===== src/rtl/core/rcfd_pkg.sv =====
// Package for the RC receiver frame decoder.
// Holds frame geometry, command and register codes, reset values and shared types.
// No dependencies.
package rcfd_pkg;

    localparam int NUM_BYTES = 18;
    localparam int NUM_CH    = 5;
    localparam int NUM_LIM   = 4;   // channels covered by the range check

    localparam logic [4:0] FRAME_LEN = 5'd18;
    localparam logic [4:0] COUNT_MAX = 5'd31;

    localparam logic [10:0] OFFSET_RST    = 11'd1024;
    localparam logic [10:0] THRESHOLD_RST = 11'd256;
    localparam logic [1:0]  HOLD_MAX_RST  = 2'd2;
    localparam logic [10:0] LIMIT_RST     = 11'd700;

    localparam logic [3:0] SW_ERROR = 4'hA;

    typedef enum logic {
        CMD_BYTE = 1'b0,
        CMD_IDLE = 1'b1
    } rcfd_cmd_t;

    typedef enum logic [1:0] {
        REG_OFFSET    = 2'd0,
        REG_THRESHOLD = 2'd1,
        REG_HOLD_MAX  = 2'd2,
        REG_LIMIT     = 2'd3
    } rcfd_reg_t;

    typedef logic signed [11:0] chan_t;

    typedef struct packed {
        logic [10:0] offset;
        logic [10:0] threshold;
        logic [1:0]  hold_max;
        logic [10:0] limit;
    } rcfd_cfg_t;

    typedef struct packed {
        logic [15:0]              key_bits;
        logic [15:0]              mouse_buttons;
        logic [15:0]              mouse_z;
        logic [15:0]              mouse_y;
        logic [15:0]              mouse_x;
        logic [3:0]               switches;
        logic [NUM_CH-1:0][11:0]  chan;      // chan[0] in the lowest bits
        logic                     data_error;
    } rcfd_result_t;

endpackage


===== src/rtl/core/rc_receiver_frame_decoder_unit.sv =====
// RC receiver frame decoder, top level: input word register, 18-byte frame store,
// spike filter state and result register. Uses rcfd_pkg and rcfd_decode.
// The idle word is first registered in the input word register, then decoded into the result register.
// Throughput: one input word per cycle; the input stalls only while a decoded result
// waits for a free output register.
// Reset (aresetn, synchronous, active low): byte count, filter state, registers to defaults.
module rc_receiver_frame_decoder_unit (
    input  logic         aclk,
    input  logic         aresetn,
    input  logic         s_tvalid,
    output logic         s_tready,
    input  logic [7:0]   s_tdata,    // [7:0] data_byte
    input  logic         s_tuser,    // [0] cmd
    output logic         m_tvalid,
    input  logic         m_tready,
    output logic [143:0] m_tdata,    // chan0..chan4 (12 each), switches, mouse_x, mouse_y,
                                     // mouse_z, mouse_buttons, key_bits
    output logic         m_tuser,    // [0] data_error
    input  logic         cfg_wr_en,
    input  logic [1:0]   cfg_addr,
    input  logic [10:0]  cfg_wdata
);
    import rcfd_pkg::*;

    rcfd_cfg_t                cfg_reg;
    logic                     in_valid_reg;
    rcfd_cmd_t                in_cmd_reg;
    logic [7:0]               in_byte_reg;
    logic [4:0]               count_reg;
    logic [4:0]               count_next;
    logic [NUM_BYTES-1:0][7:0] frame_reg;
    logic [NUM_CH-1:0][11:0]  held_reg;
    logic [NUM_CH-1:0][1:0]   suspect_reg;
    logic [NUM_CH-1:0][11:0]  held_next;
    logic [NUM_CH-1:0][1:0]   suspect_next;
    rcfd_result_t             dec_result;
    rcfd_result_t             out_reg;
    logic                     out_valid_reg;
    logic                     is_decode;
    logic                     out_free;
    logic                     advance;

    rcfd_decode u_decode (
        .frame        (frame_reg),
        .cfg          (cfg_reg),
        .held         (held_reg),
        .suspect      (suspect_reg),
        .held_next    (held_next),
        .suspect_next (suspect_next),
        .result       (dec_result)
    );

    assign is_decode = in_valid_reg && (in_cmd_reg == CMD_IDLE) && (count_reg == FRAME_LEN);
    assign out_free  = !out_valid_reg || m_tready;
    assign advance   = in_valid_reg && (!is_decode || out_free);
    assign s_tready  = !in_valid_reg || advance;

    always_comb begin
        count_next = count_reg;
        if (in_cmd_reg == CMD_IDLE) begin
            count_next = 5'd0;
        end else if (count_reg < COUNT_MAX) begin
            count_next = count_reg + 5'd1;
        end
    end

    always_ff @(posedge aclk) begin
        if (!aresetn) begin
            cfg_reg.offset    <= OFFSET_RST;
            cfg_reg.threshold <= THRESHOLD_RST;
            cfg_reg.hold_max  <= HOLD_MAX_RST;
            cfg_reg.limit     <= LIMIT_RST;
        end else if (cfg_wr_en) begin
            case (rcfd_reg_t'(cfg_addr))
                REG_OFFSET:    cfg_reg.offset    <= cfg_wdata;
                REG_THRESHOLD: cfg_reg.threshold <= cfg_wdata;
                REG_HOLD_MAX:  cfg_reg.hold_max  <= cfg_wdata[1:0];
                REG_LIMIT:     cfg_reg.limit     <= cfg_wdata;
                default: ;
            endcase
        end
    end

    always_ff @(posedge aclk) begin
        if (!aresetn) begin
            in_valid_reg <= 1'b0;
        end else if (s_tvalid && s_tready) begin
            in_valid_reg <= 1'b1;
        end else if (advance) begin
            in_valid_reg <= 1'b0;
        end
    end

    always_ff @(posedge aclk) begin
        if (s_tvalid && s_tready) begin
            in_cmd_reg  <= rcfd_cmd_t'(s_tuser);
            in_byte_reg <= s_tdata;
        end
    end

    always_ff @(posedge aclk) begin
        if (!aresetn) begin
            count_reg   <= 5'd0;
            held_reg    <= '0;
            suspect_reg <= '0;
        end else if (advance) begin
            count_reg <= count_next;
            if (is_decode) begin
                held_reg    <= held_next;
                suspect_reg <= suspect_next;
            end
        end
    end

    always_ff @(posedge aclk) begin
        if (advance && (in_cmd_reg == CMD_BYTE) && (count_reg < FRAME_LEN)) begin
            frame_reg[count_reg] <= in_byte_reg;
        end
    end

    always_ff @(posedge aclk) begin
        if (!aresetn) begin
            out_valid_reg <= 1'b0;
        end else if (advance && is_decode) begin
            out_valid_reg <= 1'b1;
        end else if (m_tready) begin
            out_valid_reg <= 1'b0;
        end
    end

    always_ff @(posedge aclk) begin
        if (advance && is_decode) begin
            out_reg <= dec_result;
        end
    end

    assign m_tvalid = out_valid_reg;
    assign m_tdata  = {out_reg.key_bits, out_reg.mouse_buttons, out_reg.mouse_z,
                       out_reg.mouse_y, out_reg.mouse_x, out_reg.switches, out_reg.chan};
    assign m_tuser  = out_reg.data_error;

endmodule


===== src/rtl/core/rcfd_decode.sv =====
// Frame decode for the RC receiver frame decoder: channel unpack, spike filter,
// range/switch check and output mux. Combinational; uses rcfd_pkg.
module rcfd_decode (
    input  logic [rcfd_pkg::NUM_BYTES-1:0][7:0]  frame,
    input  rcfd_pkg::rcfd_cfg_t                   cfg,
    input  logic [rcfd_pkg::NUM_CH-1:0][11:0]     held,
    input  logic [rcfd_pkg::NUM_CH-1:0][1:0]      suspect,
    output logic [rcfd_pkg::NUM_CH-1:0][11:0]     held_next,
    output logic [rcfd_pkg::NUM_CH-1:0][1:0]      suspect_next,
    output rcfd_pkg::rcfd_result_t                result
);
    import rcfd_pkg::*;

    logic [NUM_CH-1:0][10:0] raw;
    logic [NUM_CH-1:0][11:0] filt;
    logic [3:0]              sw;
    logic [NUM_LIM-1:0]      over;
    logic                    err;

    assign raw[0] = {frame[1][2:0], frame[0]};
    assign raw[1] = {frame[2][5:0], frame[1][7:3]};
    assign raw[2] = {frame[4][0], frame[3], frame[2][7:6]};
    assign raw[3] = {frame[5][3:0], frame[4][7:1]};
    assign raw[4] = {frame[17][2:0], frame[16]};
    assign sw     = frame[5][7:4];

    always_comb begin
        logic [11:0] v;
        logic [12:0] d;
        logic [12:0] dmag;
        logic [11:0] hmag;
        for (int i = 0; i < NUM_CH; i++) begin
            v    = {1'b0, raw[i]} - {1'b0, cfg.offset};
            d    = {v[11], v} - {held[i][11], held[i]};
            dmag = d[12] ? 13'(-d) : d;
            if (dmag >= {2'b00, cfg.threshold} && suspect[i] < cfg.hold_max) begin
                filt[i]         = held[i];
                suspect_next[i] = suspect[i] + 2'd1;
            end else begin
                filt[i]         = v;
                suspect_next[i] = 2'd0;
            end
        end
        for (int i = 0; i < NUM_LIM; i++) begin
            hmag    = filt[i][11] ? 12'(-filt[i]) : filt[i];
            over[i] = hmag > {1'b0, cfg.limit};
        end
    end

    assign err = (|over) || (sw[1:0] == 2'b00) || (sw[3:2] == 2'b00);

    always_comb begin
        if (err) begin
            held_next            = '0;
            result               = '0;
            result.switches      = SW_ERROR;
            result.data_error    = 1'b1;
        end else begin
            held_next            = filt;
            result.chan          = filt;
            result.switches      = sw;
            result.mouse_x       = {frame[7], frame[6]};
            result.mouse_y       = {frame[9], frame[8]};
            result.mouse_z       = {frame[11], frame[10]};
            result.mouse_buttons = {frame[13], frame[12]};
            result.key_bits      = {frame[15], frame[14]};
            result.data_error    = 1'b0;
        end
    end

endmodule


===== config.mk =====
export PLATFORM = sky130hd
export DESIGN_NAME = rc_receiver_frame_decoder_unit
export DESIGN_NICKNAME = d
export VERILOG_FILES = /design/src/rtl/core/rcfd_pkg.sv /design/src/rtl/core/rc_receiver_frame_decoder_unit.sv /design/src/rtl/core/rcfd_decode.sv
export SDC_FILE = /design/constraint.sdc
export NUM_CORES = 1
export LEC_CHECK = 0
export BUFFER_PORTS_ARGS = -buffer_cell sky130_fd_sc_hd__buf_2
export CAP_MARGIN = 20
export CORE_MARGIN = 1.5
export CORE_UTILIZATION = 50
export DETAILED_ROUTE_END_ITERATION = 10
export PLACE_DENSITY_LB_ADDON = 0.15
export SLEW_MARGIN = 40
export SYNTH_ARGS = -nofsm -noshare
export SYNTH_HDL_FRONTEND = slang
export SYNTH_HIERARCHICAL = 1
export SYNTH_SLANG_ARGS = --single-unit

===== constraint.sdc =====
create_clock -name aclk -period 23.9 [get_ports aclk]
set_clock_uncertainty 0.05 [all_clocks]
set_input_delay 4.78 -clock aclk [delete_from_list [all_inputs] [get_ports aclk]]
set_output_delay 4.78 -clock aclk [all_outputs]
set_load 0.005 [all_outputs]

## Yosys cells after proc, flatten, opt, wreduce, memory -nomap -nowiden

Cells that the tools add are included.

- Bitwise gates (word level): 1
- Magnitude comparators: 18
- $add $sub $neg: 25
- Multiplexer cells: 30
- Shifts and indexed selects: 0
- Divide/modulo/power cells: 0
- Equality and inequality tests: 4
- Multipliers: 0
- Reductions and logical operators: 34

Operators by type and width:

| cell | count |
|---|---|
| 144-bit bitwise mux | 1 |
| 12-bit two-way mux | 9 |
| 13-bit by 11-bit >= comparator with 1-bit output | 5 |
| 13-bit two-way mux | 5 |
| 13-bit negation | 5 |
| 12-bit by 12-bit subtractor with 13-bit output | 5 |
| 60-bit two-way mux | 1 |
| 11-bit by 11-bit subtractor with 12-bit output | 5 |
| 12-bit by 11-bit greater-than comparator with 1-bit output | 4 |
| 12-bit negation | 4 |
| 8-bit demux with 5-bit select | 1 |
| 1-bit logical AND | 13 |
| 2-bit AND reduction | 6 |
| 2-bit by 1-bit adder with 2-bit output, second input constant | 5 |
| 2-bit less-than comparator | 5 |
| 5-bit less-than comparator, second input constant | 2 |
| 2-bit two-way mux | 5 |
| 5-bit two-way mux | 2 |
| 8-bit two-way mux | 1 |
| 2-bit logical NOT | 3 |
| 5-bit by 6-bit less-than comparator with 1-bit output, second input constant | 1 |
| 2-bit nonzero test | 3 |
| 5-bit by 1-bit adder with 5-bit output, second input constant | 1 |
| 5-bit == test, second input constant | 1 |
| other kinds (8) | 19 |

- Memory bits (writable): 0
- Output and inout port bits: 147
- Memory bits (read-only): 0
- Bits in latches: 0
- Flip-flop bits (word level): 410
- Memories kept: 0

## Depth between registers and ports, before layout

- Word-level depth: 14
- Gate-level depth with buffers: 53

## Modules after synthesis

The synthesis kept the hierarchy.

By module, submodules not included:

| module | instances | area each (um^2) | cells an instance |
|---|---|---|---|
| rc_receiver_frame_decoder_unit | 1 | 13863.3 | 824 |
| rcfd_decode | 1 | 12794.8 | 1822 |

## Worst setup path after synthesis

No wires, ideal clock.

- Kind: input-to-output
- From: input port m_tready
- To: output port s_tready
- Cell stages on the path: 2
- Path buffers: 0
- Path slack: 13.642 ns
- Arrival time: 5.428 ns
- Required time: 19.070 ns
- Path through: nor2b_1 or3b_2

- Cells in the longest elaborated chain, start to end: 4

Ends and longest elaborated chain:

| what | RTL line | RTL |
|---|---|---|
| start, declared | rc_receiver_frame_decoder_unit.sv:15 | `input logic m_tready,` |
| 1-bit logical OR | rc_receiver_frame_decoder_unit.sv:54 | `assign out_free = !out_valid_reg \|\| m_tready;` |
| 1-bit logical OR | rc_receiver_frame_decoder_unit.sv:55 | `assign advance = in_valid_reg && (!is_decode \|\| out_free);` |
| 1-bit logical AND | rc_receiver_frame_decoder_unit.sv:55 |  |
| 1-bit logical OR | rc_receiver_frame_decoder_unit.sv:56 | `assign s_tready = !in_valid_reg \|\| advance;` |
| end, declared | rc_receiver_frame_decoder_unit.sv:11 | `output logic s_tready,` |

Every way passes these cells.

==> results.tsv <==
metric	value	unit
ANT nets after route	0	
num rows	84	
GRT Total Usage	27.0	%
total of fill cells in the finished design	4605	
post-layout util	55.9	%
die width	233	µm
root buffer cell	clkbuf_16	
CTS tree	yes	
met2 GRT Util	44.8	%
peak fanout along the critical path	82	
Final Slew Violations	0	
Sequential Area	11000	µm²
critical path required time	24.36	ns
total CTS buffers	46	
slowest stage delay, CP	0.69	ns
gate count after technology mapping	2641	
Initial DRC Count	1473	
first-pass GRT wire length	112	mm
I/O Buffers	173	
Initial Util	50.5	%
Critical Path End Type	flip-flop	
Bufs on Longest Clock Path	3	
# hold bufs at CTS	0	
Max-cap violations	0	
Hold WC Path Type	reg2reg	
Worst EP arrival	13.90	ns
setup repair bufs after CTS	0	
Vias/cell	5.79	
die area	54400	µm²
Resized Gates After CTS	0	
TritonRoute pass-1 iters	6	
Die Y	233	µm
VDD IR-drop max	0.0000538	V
total grt overflow	0	
RSZ-0062 raised after global routing	no	
Ports	174	
clock net sink count	405	
final net count	3034	
worst-margin pin slew	0.852	ns
met3 GRT Util	4.15	%
number of global-route vias before repair	19579	
syn avg cell area	10.0	µm²
dpl ws	10.48	ns
Worst-path clk slew	0.06	ns
final setup fails	0	
worst setup path category	reg2reg	
Most Used Layer, Global Route	met2	
min cycle time layout	13.44	ns
Multi-input gate area	14100	µm²
Worst Setup Start Kind	flip-flop	
total core area	52400	µm²
final worst path period share	56.2	%
clk_lat worst skew	0.62	ns
Syn. warnings	6	
Slowest-stage cell, CP	o31ai_1	
met1 Resource Use GR	35.9	%
vias	20205	
fraction of layout cells with a size suffix above 1	16.3	%
Fmax	0.0744	GHz
drt drc	0	
worst setup margin	10.46	ns
antenna violations before repair	0	
Post-Route WL	73.8	mm
max FFs per register	144	
H-tree depth	2	
Most Frequent Cell on Critical Path	a21oi_1	
Synth Cell Area	26500	µm²
setup TNS	0	ns
per-cell routed wire length	21.1	µm
PwrDens	68.4	nW/µm²
largest net degree at the start of global routing	164	
status	finished clean	
Relative slew margins	42.8	%
Area growth, synth to finish	10.7	%
HPWL after detailed placement	53.8	mm
Leakage	0.0112	µW
synthesized net count	2910	
Hold Vio Cnt, Final	0	
GP Congestion	0.929	
through the flow:
step           cell area, µm²  power [µW]  cells  hold WS (ns)
2_1_floorplan           26500        1190   2641         0.391
3_3_place_gp            27500        1270   3390         0.398
3_5_place_dp            27700        1290   3404         0.405
4_1_cts                 29300        2020   3490         0.414
5_1_grt                 29300        2100   3491         0.438
6_report                29300        2010   3492         0.412
power breakdown:
part | switching [µW] | internal (µW)
clock network | 304 | 421
registers | 5.23 | 772
logic | 302 | 201
layer usage:
metal / routed length (µm) / vias up / share of wire [%]
met5: 0 / - / 0
met4: 2310 / 0 / 3.1
met3: 4270 / 126 / 5.8
met2: 34800 / 617 / 47
met1: 32400 / 9837 / 44
li1: - / 9625 / -
path summary, 6_finish.rpt:
path	from	to	slack, ns	cells past startpoint
worst min register to register	cfg_reg[20]$_SDFFE_PN0P_	cfg_reg[20]$_SDFFE_PN0P_	0.41	2
worst max-delay path	cfg_reg[24]$_SDFFE_PN0P_	held_reg[23]$_SDFFE_PN0P_	10.46	52
worst max register to register	cfg_reg[24]$_SDFFE_PN0P_	held_reg[23]$_SDFFE_PN0P_	10.46	52
worst min-delay path	cfg_reg[20]$_SDFFE_PN0P_	cfg_reg[20]$_SDFFE_PN0P_	0.41	2
worst max-delay path, delay by kind of cell, from the launching register on:
family	cells	cell delay [ns]
compound gates	23	5.26
buf+inv	4	1.57
flops	1	0.47
fa+ha+maj	6	1.96
mux	3	0.73
xor+xnor	2	0.44
simple gates	14	2.64
cells in the final DEF, fill, tap and decap left out, types with 9 or more instances in the layout:
cell         n
and2_1      96
a21oi_1    141
xnor2_1    110
a31oi_1      9
a211oi_1    11
nand4_1     17
or2_2       10
or3_1       15
buf_4       21
buf_6       11
dfxtp_1    112
nor3_1      47
o31a_1      10
a21boi_0    22
nand2_1    243
nand3_1     39
a21boi_2    69
buf_2      173
mux2i_1     76
edfxtp_1   293
inv_1      147
nand2_2     62
o31ai_1     19
xor2_1      58
o2111ai_1    9
ha_1       232
o21ai_0     92
clkbuf_16   46
nor2_1     173
o21a_1      42
o211ai_1    22
a21o_1      33
nand2b_1    37
clkbuf_1    17
and3_1      17
nor2b_1     90
nor4_1      19
fa_1        10
final cells by class:
cell class / instances / share of cell area, %
Multi-Input combinational cell: 1953 / 47.9
Clock buffer: 68 / 4.38
Timing Repair Buffer: 209 / 4.15
Clock inverter: 18 / 0.943
Antenna cell: 1 / 0.00853
Sequential cell: 405 / 37.6
Inverter: 150 / 2.01
Tap cell: 688 / 2.93
Note: power is estimated with default switching activity, not from simulation.
